<file path="config.mk">
export PLATFORM = sky130hd
export DESIGN_NAME = whole_word_match_counter_flat
export DESIGN_NICKNAME = d
export VERILOG_FILES = /design/src/hdl/wwmc_pkg.sv /design/src/hdl/wwmc_in_if.sv /design/src/hdl/wwmc_out_if.sv /design/src/hdl/wwmc_cell.sv /design/src/hdl/whole_word_match_counter.sv /design/src/flat_wrapper.sv
export VERILOG_INCLUDE_DIRS = /design/src /design/src/hdl
export SDC_FILE = /design/constraint.sdc
export NUM_CORES = 2
export LEC_CHECK = 0
export ABC_AREA = 1
export ABC_CLOCK_PERIOD_IN_PS = 16500
export BUFFER_PORTS_ARGS = -buffer_cell sky130_fd_sc_hd__buf_2
export CAP_MARGIN = 5
export CORE_MARGIN = 5
export CORE_UTILIZATION = 35
export CTS_CLUSTER_DIAMETER = 100
export DETAILED_ROUTE_END_ITERATION = 10
export PLACE_DENSITY = 0.46
export SLEW_MARGIN = 20
export SYNTH_ARGS = -nofsm -noshare
export SYNTH_HDL_FRONTEND = slang
export SYNTH_SLANG_ARGS = --single-unit
</file>
<file path="constraint.sdc">
create_clock -name clk -period 16.5 [get_ports clk]
set_input_delay 0 -clock clk [delete_from_list [all_inputs] [get_ports clk]]
set_output_delay 0 -clock clk [all_outputs]
set_load 0.02 [all_outputs]
</file>
<file path="src/hdl/whole_word_match_counter_assert.svh">
// Assertion macros for the whole-word match counter.
// Used by the top level; depends on a clock named clk and a reset named rst.
`ifndef WHOLE_WORD_MATCH_COUNTER_ASSERT_SVH
`define WHOLE_WORD_MATCH_COUNTER_ASSERT_SVH

// Same-cycle implication, checked outside reset.
`define WWMC_ASSERT_NOW(label, ante, cons) \
  label: assert property (@(posedge clk) disable iff (rst) (ante) |-> (cons)) \
    else $error("whole_word_match_counter: same-cycle check failed");

// Next-cycle implication, checked outside reset.
`define WWMC_ASSERT_NEXT(label, ante, cons) \
  label: assert property (@(posedge clk) disable iff (rst) (ante) |=> (cons)) \
    else $error("whole_word_match_counter: next-cycle check failed");

`endif

</file>
<file path="src/hdl/wwmc_pkg.sv">
// Shared types and constants for the whole-word match counter.
// No dependencies; imported by the interfaces, the cell and the top level.
package wwmc_pkg;

  // Item operation codes.
  typedef enum logic [1:0] {
    OP_LOAD = 2'd0,
    OP_TEXT = 2'd1,
    OP_END  = 2'd2
  } opcode_t;

  // Field widths of the items.
  localparam int OpcodeWidth = 2;
  localparam int IndexWidth  = 7;
  localparam int CharWidth   = 8;
  localparam int LengthWidth = 8;
  localparam int ResultCountWidth = 32;

  // Word separators.
  localparam logic [CharWidth-1:0] CharSpace   = 8'h20;
  localparam logic [CharWidth-1:0] CharNewline = 8'h0A;

  // Control that the top level broadcasts to every cell.
  typedef struct packed {
    logic                 load;   // pattern byte write
    logic                 shift;  // word byte: advance the match chain
    logic                 clear;  // separator or end of text: restart the word
    logic [IndexWidth-1:0] index;
    logic [CharWidth-1:0]  pchar;
    logic [CharWidth-1:0]  tchar;
  } cell_ctrl_t;

endpackage

</file>
<file path="src/hdl/wwmc_in_if.sv">
// Input channel of the whole-word match counter: valid, ready and item fields.
// Depends on wwmc_pkg.
interface wwmc_in_if import wwmc_pkg::*; ();
  logic                   valid;
  logic                   ready;
  logic [OpcodeWidth-1:0] opcode;
  logic [IndexWidth-1:0]  pattern_index;
  logic [CharWidth-1:0]   pattern_char;
  logic [CharWidth-1:0]   text_char;

  modport source (output valid, opcode, pattern_index, pattern_char, text_char,
                  input ready);
  modport sink (input valid, opcode, pattern_index, pattern_char, text_char,
                output ready);
endinterface

</file>
<file path="src/hdl/wwmc_out_if.sv">
// Result channel of the whole-word match counter: valid, ready and result fields.
// Depends on wwmc_pkg.
interface wwmc_out_if import wwmc_pkg::*; ();
  logic                        valid;
  logic                        ready;
  logic                        word_matched;
  logic [ResultCountWidth-1:0] match_count;
  logic                        end_of_text;

  modport source (output valid, word_matched, match_count, end_of_text,
                  input ready);
  modport sink (input valid, word_matched, match_count, end_of_text,
                output ready);
endinterface

</file>
<file path="src/hdl/wwmc_cell.sv">
// One cell of the match chain: holds one pattern byte and one prefix-match bit.
// Depends on wwmc_pkg.
module wwmc_cell import wwmc_pkg::*; #(
  parameter int INDEX = 0
) (
  input  logic       clk,
  input  logic       rst,
  input  cell_ctrl_t ctrl,
  input  logic       match_in,
  output logic       match_out
);

  localparam logic [LengthWidth-1:0] CellId = LengthWidth'(INDEX);

  logic [CharWidth-1:0] pattern_byte;
  logic                 match;

  // Pattern byte, written when a load item addresses this cell.
  always_ff @(posedge clk) begin
    if (ctrl.load && ({1'b0, ctrl.index} == CellId)) begin
      pattern_byte <= ctrl.pchar;
    end
  end

  // Match bit: the current word equals the first INDEX+1 pattern bytes.
  always_ff @(posedge clk) begin
    if (rst || ctrl.clear) begin
      match <= 1'b0;
    end else if (ctrl.shift) begin
      match <= match_in && (pattern_byte == ctrl.tchar);
    end
  end

  assign match_out = match;

endmodule

</file>
<file path="src/hdl/whole_word_match_counter.sv">
// Whole-word match counter; an accepted item's result is registered for the next
// cycle. Throughput: one item per cycle unless the result side stalls; each cell
// compares one text byte per cycle; the result register frees once its result is
// taken. Reset clears the match chain, word state, count and result valid flag,
// sets the pattern length to 1. Pattern bytes are undefined until loaded.
module whole_word_match_counter import wwmc_pkg::*; #(
  parameter int PATTERN_MAX = 128,
  parameter int COUNT_WIDTH = 32
) (
  input  logic                   clk,
  input  logic                   rst,
  input  logic                   cfg_wr_en,
  input  logic [LengthWidth-1:0] cfg_wr_data,
  wwmc_in_if.sink                req,
  wwmc_out_if.source             rsp
);

  `include "whole_word_match_counter_assert.svh"

  localparam logic [LengthWidth:0] PatternMaxLen = (LengthWidth + 1)'(PATTERN_MAX);

  logic [LengthWidth-1:0] pattern_length;
  logic                   word_empty;
  logic [LengthWidth-1:0] word_pos;
  logic                   word_bad;
  logic [COUNT_WIDTH-1:0] running_count;
  logic [COUNT_WIDTH-1:0] running_count_next;
  logic [PATTERN_MAX-1:0] match_vec;
  cell_ctrl_t             ctrl;

  logic                   accept;
  logic                   is_text;
  logic                   is_end;
  logic                   is_sep;
  logic                   len_ok;
  logic [LengthWidth-1:0] len_m1;
  logic                   tail_match;
  logic                   hit;
  logic [63:0]            count_wide;

  logic                        rsp_valid;
  logic                        rsp_valid_next;
  logic                        word_matched;
  logic                        word_matched_next;
  logic [ResultCountWidth-1:0] match_count;
  logic [ResultCountWidth-1:0] match_count_next;
  logic                        end_of_text;
  logic                        end_of_text_next;

  // Handshake: the result register takes a new item while its old one leaves.
  assign req.ready = !rsp_valid || rsp.ready;
  assign accept    = req.valid && req.ready;

  // Decode the accepted item.
  assign is_text = accept && (req.opcode == OP_TEXT);
  assign is_end  = accept && (req.opcode == OP_END);
  assign is_sep  = (req.text_char == CharSpace) || (req.text_char == CharNewline);

  assign ctrl.load  = accept && (req.opcode == OP_LOAD);
  assign ctrl.shift = is_text && !is_sep;
  assign ctrl.clear = (is_text && is_sep) || is_end;
  assign ctrl.index = req.pattern_index;
  assign ctrl.pchar = req.pattern_char;
  assign ctrl.tchar = req.text_char;

  // Chain of cells; the first cell starts a match only at the start of a word.
  for (genvar i = 0; i < PATTERN_MAX; i++) begin : g_cell
    logic link_in;
    if (i == 0) begin : g_head
      assign link_in = word_empty;
    end else begin : g_link
      assign link_in = match_vec[i-1];
    end
    wwmc_cell #(.INDEX(i)) u_cell (
      .clk      (clk),
      .rst      (rst),
      .ctrl     (ctrl),
      .match_in (link_in),
      .match_out(match_vec[i])
    );
  end

  // Pick the match bit of the last pattern byte.
  assign len_ok = (pattern_length != '0) && ({1'b0, pattern_length} <= PatternMaxLen);
  assign len_m1 = pattern_length - LengthWidth'(1);

  always_comb begin
    tail_match = 1'b0;
    for (int i = 0; i < PATTERN_MAX; i++) begin
      if (len_m1 == LengthWidth'(i)) begin
        tail_match = match_vec[i];
      end
    end
  end

  // A separator closing a full-length matching word is a hit.
  assign hit = is_text && is_sep && len_ok && tail_match && !word_bad;

  // Saturating count, cleared after end of text.
  always_comb begin
    running_count_next = running_count;
    if (hit && (running_count != '1)) begin
      running_count_next = running_count + COUNT_WIDTH'(1);
    end
  end

  assign count_wide = 64'(running_count_next);

  // Result register contents.
  always_comb begin
    rsp_valid_next    = rsp_valid && !rsp.ready;
    word_matched_next = word_matched;
    match_count_next  = match_count;
    end_of_text_next  = end_of_text;
    if (is_text || is_end) begin
      rsp_valid_next    = 1'b1;
      word_matched_next = hit;
      match_count_next  = count_wide[ResultCountWidth-1:0];
      end_of_text_next  = is_end;
    end
  end

  // Control and state registers. A word byte that arrives at or past the pattern
  // length, or while the length is out of range, spoils the word for good, even
  // if the length is changed before the word closes.
  always_ff @(posedge clk) begin
    if (rst) begin
      pattern_length <= LengthWidth'(1);
      word_empty     <= 1'b1;
      word_pos       <= '0;
      word_bad       <= 1'b0;
      running_count  <= '0;
      rsp_valid      <= 1'b0;
    end else begin
      if (cfg_wr_en) begin
        pattern_length <= cfg_wr_data;
      end
      if (ctrl.shift) begin
        word_empty <= 1'b0;
        if (word_pos != '1) begin
          word_pos <= word_pos + LengthWidth'(1);
        end
        if (!len_ok || (word_pos >= pattern_length)) begin
          word_bad <= 1'b1;
        end
      end else if (ctrl.clear) begin
        word_empty <= 1'b1;
        word_pos   <= '0;
        word_bad   <= 1'b0;
      end
      if (is_end) begin
        running_count <= '0;
      end else begin
        running_count <= running_count_next;
      end
      rsp_valid <= rsp_valid_next;
    end
  end

  // Result payload.
  always_ff @(posedge clk) begin
    word_matched <= word_matched_next;
    match_count  <= match_count_next;
    end_of_text  <= end_of_text_next;
  end

  assign rsp.valid        = rsp_valid;
  assign rsp.word_matched = word_matched;
  assign rsp.match_count  = match_count;
  assign rsp.end_of_text  = end_of_text;

  // A word has one length, so at most one cell can hold a prefix match.
  `WWMC_ASSERT_NOW(a_one_prefix, 1'b1, $onehot0(match_vec))
  // End of text restarts both the count and the word.
  `WWMC_ASSERT_NEXT(a_end_clears, is_end, (running_count == '0) && word_empty)
  // A pattern load yields no result.
  `WWMC_ASSERT_NEXT(a_load_silent, ctrl.load && !rsp_valid, !rsp_valid)
  // A final-count result never flags a match.
  `WWMC_ASSERT_NOW(a_end_no_hit, rsp_valid && end_of_text, !word_matched)

endmodule

</file>
<file path="src/flat_wrapper.sv">
// flat-port wrapper written by rule: the top's interface ports become plain ports
module whole_word_match_counter_flat import wwmc_pkg::*;
#(
  parameter int PATTERN_MAX = 128,
  parameter int COUNT_WIDTH = 32
)
  (clk, rst, cfg_wr_en, cfg_wr_data, req_valid, req_opcode, req_pattern_index, req_pattern_char, req_text_char, req_ready, rsp_valid, rsp_word_matched, rsp_match_count, rsp_end_of_text, rsp_ready);
  wwmc_in_if req_i ();
  wwmc_out_if rsp_i ();
  input  logic clk;
  input  logic rst;
  input  logic cfg_wr_en;
  input  logic [LengthWidth-1:0] cfg_wr_data;
  input wire logic [$bits(req_i.valid)-1:0] req_valid;
  input wire logic [$bits(req_i.opcode)-1:0] req_opcode;
  input wire logic [$bits(req_i.pattern_index)-1:0] req_pattern_index;
  input wire logic [$bits(req_i.pattern_char)-1:0] req_pattern_char;
  input wire logic [$bits(req_i.text_char)-1:0] req_text_char;
  output wire logic [$bits(req_i.ready)-1:0] req_ready;
  output wire logic [$bits(rsp_i.valid)-1:0] rsp_valid;
  output wire logic [$bits(rsp_i.word_matched)-1:0] rsp_word_matched;
  output wire logic [$bits(rsp_i.match_count)-1:0] rsp_match_count;
  output wire logic [$bits(rsp_i.end_of_text)-1:0] rsp_end_of_text;
  input wire logic [$bits(rsp_i.ready)-1:0] rsp_ready;
  assign req_i.valid = req_valid;
  assign req_i.opcode = req_opcode;
  assign req_i.pattern_index = req_pattern_index;
  assign req_i.pattern_char = req_pattern_char;
  assign req_i.text_char = req_text_char;
  assign req_ready = req_i.ready;
  assign rsp_valid = rsp_i.valid;
  assign rsp_word_matched = rsp_i.word_matched;
  assign rsp_match_count = rsp_i.match_count;
  assign rsp_end_of_text = rsp_i.end_of_text;
  assign rsp_i.ready = rsp_ready;
  whole_word_match_counter #(.PATTERN_MAX(PATTERN_MAX), .COUNT_WIDTH(COUNT_WIDTH)) u_core (.clk(clk), .rst(rst), .cfg_wr_en(cfg_wr_en), .cfg_wr_data(cfg_wr_data), .req(req_i), .rsp(rsp_i));
endmodule
</file>
==> results.ini <==
[pwr]
p_int_uw = 5250
seqPwrFrac_pct = 50.1
power_density_nw_per_um2 = 113
p_leak_uw = 0.0196
pwr-share-clk_pct = 43.9
peakVddDrop_mv = 0.0993
power_frac_comb_pct = 6.0
swShare_pct = 23.6
switchingPower_uw = 1630

[synthesis]
synth_cell_type_count = 53
yosys.area.top_type = edfxtp_1
synth.top_cell.area_share_pct = 59.3
synth_area_um2 = 53600
synth_fp_nets = 4521
synth_ff_type = edfxtp_1
ys_ff_latch = 1237
ys_seq_area_share_pct = 66.0
synth_area_leaders = edfxtp_1 59%, dfxtp_1 6.7%, xor2_1 3.9%
yosysWarnings = 0
async_reset_ff_share_pct = 0
synth_edf_count = 1058
syn_inst = 4473
syn_avg_cell_area_um2 = 12.0

[sta]
fin_skew_ns = 0.0257
maxSlewViolCount = 0
fin_setup_tns_ns = 0
fin_ws_ns = 8.06
slew-limit-headroom_pct = 17.5
whs_ns = 0.0289
finalHoldViolations = 0
rsz0062_at_grt = no
fin_crit_ns = 8.44
worstMarginPinSlew_ns = 1.24
clock.fmax_mhz = 119
timing.final.crit_share_pct = 51.1
setup-violations-final = 0

[detailed_routing]
route.detailed.drc = 0
dr.pass1.iters = 5
avgViaCountPerCell = 5.44
wire_per_inst_um = 26.6
antenna_left = 0
first_iter_violations = 3084
vias = 36400
wl_um = 178000

[grt]
top_usage_layer = met2
grt_max_degree = 153
use_met2_pct = 35.4
grt_use_total_pct = 21.6
antenna_found_initial = 11
use_met1_pct = 30.8
overflow = 0
use_met3_pct = 2.84
grt_pass1_vias = 35800
grt_pass1_wl_um = 257000

[clock_network]
h-tree-depth = 4
numCtsBuffers = 141
cts_root_buf = clkbuf_16
post_cts_buffers = 0
tritoncts = yes
cts_sinks = 1237
clk_latency_ns = 0.77
clockBufferDepth = 3
cts.clk_slew.worst_paths_ns = 0.06

[placed_design]
post-place-ws_ns = 8.11
port_buffers = 73
dpl_cell_area_um2 = 56100
gp_congestion = 0.903
dp_hpwl_um = 103000

[floorplan]
die_y_um = 401
die_w_um = 401
design.core.area_um2 = 152000
num_rows = 143
initial_core_util_pct = 35.2
die_area_um2 = 161000
io_pins = 74

[setup_path]
path_max_fanout = 16
critPathSlowestCell = dfxtp_1
critPathBufInv = 3
crit_type = reg -> reg
critPathMaxStageDelay_ns = 0.47
cp.required_ns = 17.02
cp-end-kind = flop
start_kind = flop
path_delay_family = simple AND/OR/NAND/NOR gates
arrival_ns = 8.96
cpMostUsedCell = nand2_1

[cells_and_area]
drive_above_1_share_pct = 9.66
fin_area_um2 = 60900
final_nets = 4580
area_growth_pct = 13.7

[job]
drv_cap = 0

[hold_path]
hold_path.class = in -> reg

[run_status]
outcome = completed

## area by class of cell
| cell class | instances | area [um2] |
|---|---|---|
| Fill cell | 14500 | 91200 |
| Tap cell | 2030 | 2540 |
| Sequential cell | 1237 | 35400 |
| Antenna cell | 4 | 10.0 |
| Clock buffer | 220 | 4080 |
| Inverter | 240 | 961 |
| Clock inverter | 39 | 337 |
| Multi-Input combinational cell | 2747 | 16400 |
| Timing Repair Buffer | 165 | 1280 |
## layer usage
layer | share of wire [%] | vias to the layer above
met5 | 0 | -
met2 | 47 | 953
met3 | 4.5 | 224
li1 | - | 16700
met1 | 46 | 18500
met4 | 2.1 | 0
## per-stage QoR
| step | total power (uW) | cells | utilization [%] |
|---|---|---|---|
| floorplan | 3700 | 4473 | - |
| detailed placement | 3920 | 6379 | 36.9 |
| finish | 6880 | 6682 | 40.1 |
| global placement | 3920 | 6379 | 36.9 |
| CTS | 6950 | 6678 | 40.1 |
| global route | 7100 | 6679 | 40.1 |
## state kept, by name (all words and copies together), names as in the netlist
name / flops
u_core.g_cell.u_cell.pattern_byte: 1024
u_core.g_cell.u_cell.match_out: 128
u_core.rsp.match_count: 32
u_core.running_count: 32
u_core.pattern_length: 8
u_core.word_pos: 8
u_core.g_cell.link_in: 1
u_core.rsp.end_of_text: 1
u_core.rsp.valid: 1
u_core.rsp.word_matched: 1
u_core.word_bad: 1
## worst register-to-register path: cells and delay by family, from the launching register on
family,cells,cell delay (ns)
and+or+nand+nor,86,7.27
DFF,1,0.47
buffers and inverters,3,0.33
AOI/OAI and AO/OA,1,0.15
## cells in the final DEF (no fill, tap or decap), drive strengths merged, types with 131 or more instances in the layout
cell type	synthesis	layout
nand3	132	132
edfxtp	1058	1058
a21oi	160	160
xnor2	183	183
dfxtp	179	179
inv	237	246
nand2	430	430
nor2	432	432
clkbuf	206	220
a211oi	135	135
o21ai	394	394
xor2	240	240
a2111oi	156	156
nand4	131	131
## logic make-up after synthesis
logic type                 after synthesis  share of synthesized area (%)
AOI/OAI and AO/OA                     1092                           13.2
xor gates and xnor gates               423                           6.91
adders and majority gates               10                          0.233
buffers and inverters                  489                           3.53
DFF                                   1237                           66.0
and+or+nand+nor                       1222                           10.1
## what timing repair did
| item | CTS | global route |
|---|---|---|
| gates resized for setup | 0 | 0 |
| hold endpoints to repair | 500 | 0 |
| hold buffers | 40 | 0 |
## power groups by stage
stage	Clock, uW	Sequential [uW]	Combinational (uW)
floorplan	0	3490	211
global placement	0	3510	409
CTS	3090	3440	419
global route	3220	3440	447
finish	3020	3440	414
detailed placement	0	3510	410
## Yosys cell counts, types with 91 or more instances
library cell  instances
a2111oi_0           156
a211oi_1            135
a21oi_1             150
clkbuf_1            206
dfxtp_1             179
edfxtp_1           1058
inv_1               224
nand2_1             424
nand3_1             121
nand4_1             126
nor2_1              426
o21ai_0             369
o22ai_1              91
xnor2_1             183
xor2_1              240
## worst paths after layout
check                           depth (start not counted)                      from  slack (ns)                                  to
worst max-delay path                                   90  u_core.pattern_length[0]        8.06           u_core.rsp.match_count[0]
worst min-delay path                                    6          req_text_char[0]        0.03  u_core.g_cell[78].u_cell.match_out
worst min register to register                          2  u_core.g_cell[0].link_in        0.46            u_core.g_cell[0].link_in
worst max register to register                         90  u_core.pattern_length[0]        8.06           u_core.rsp.match_count[0]
Note: power is estimated with default switching activity, not from simulation.
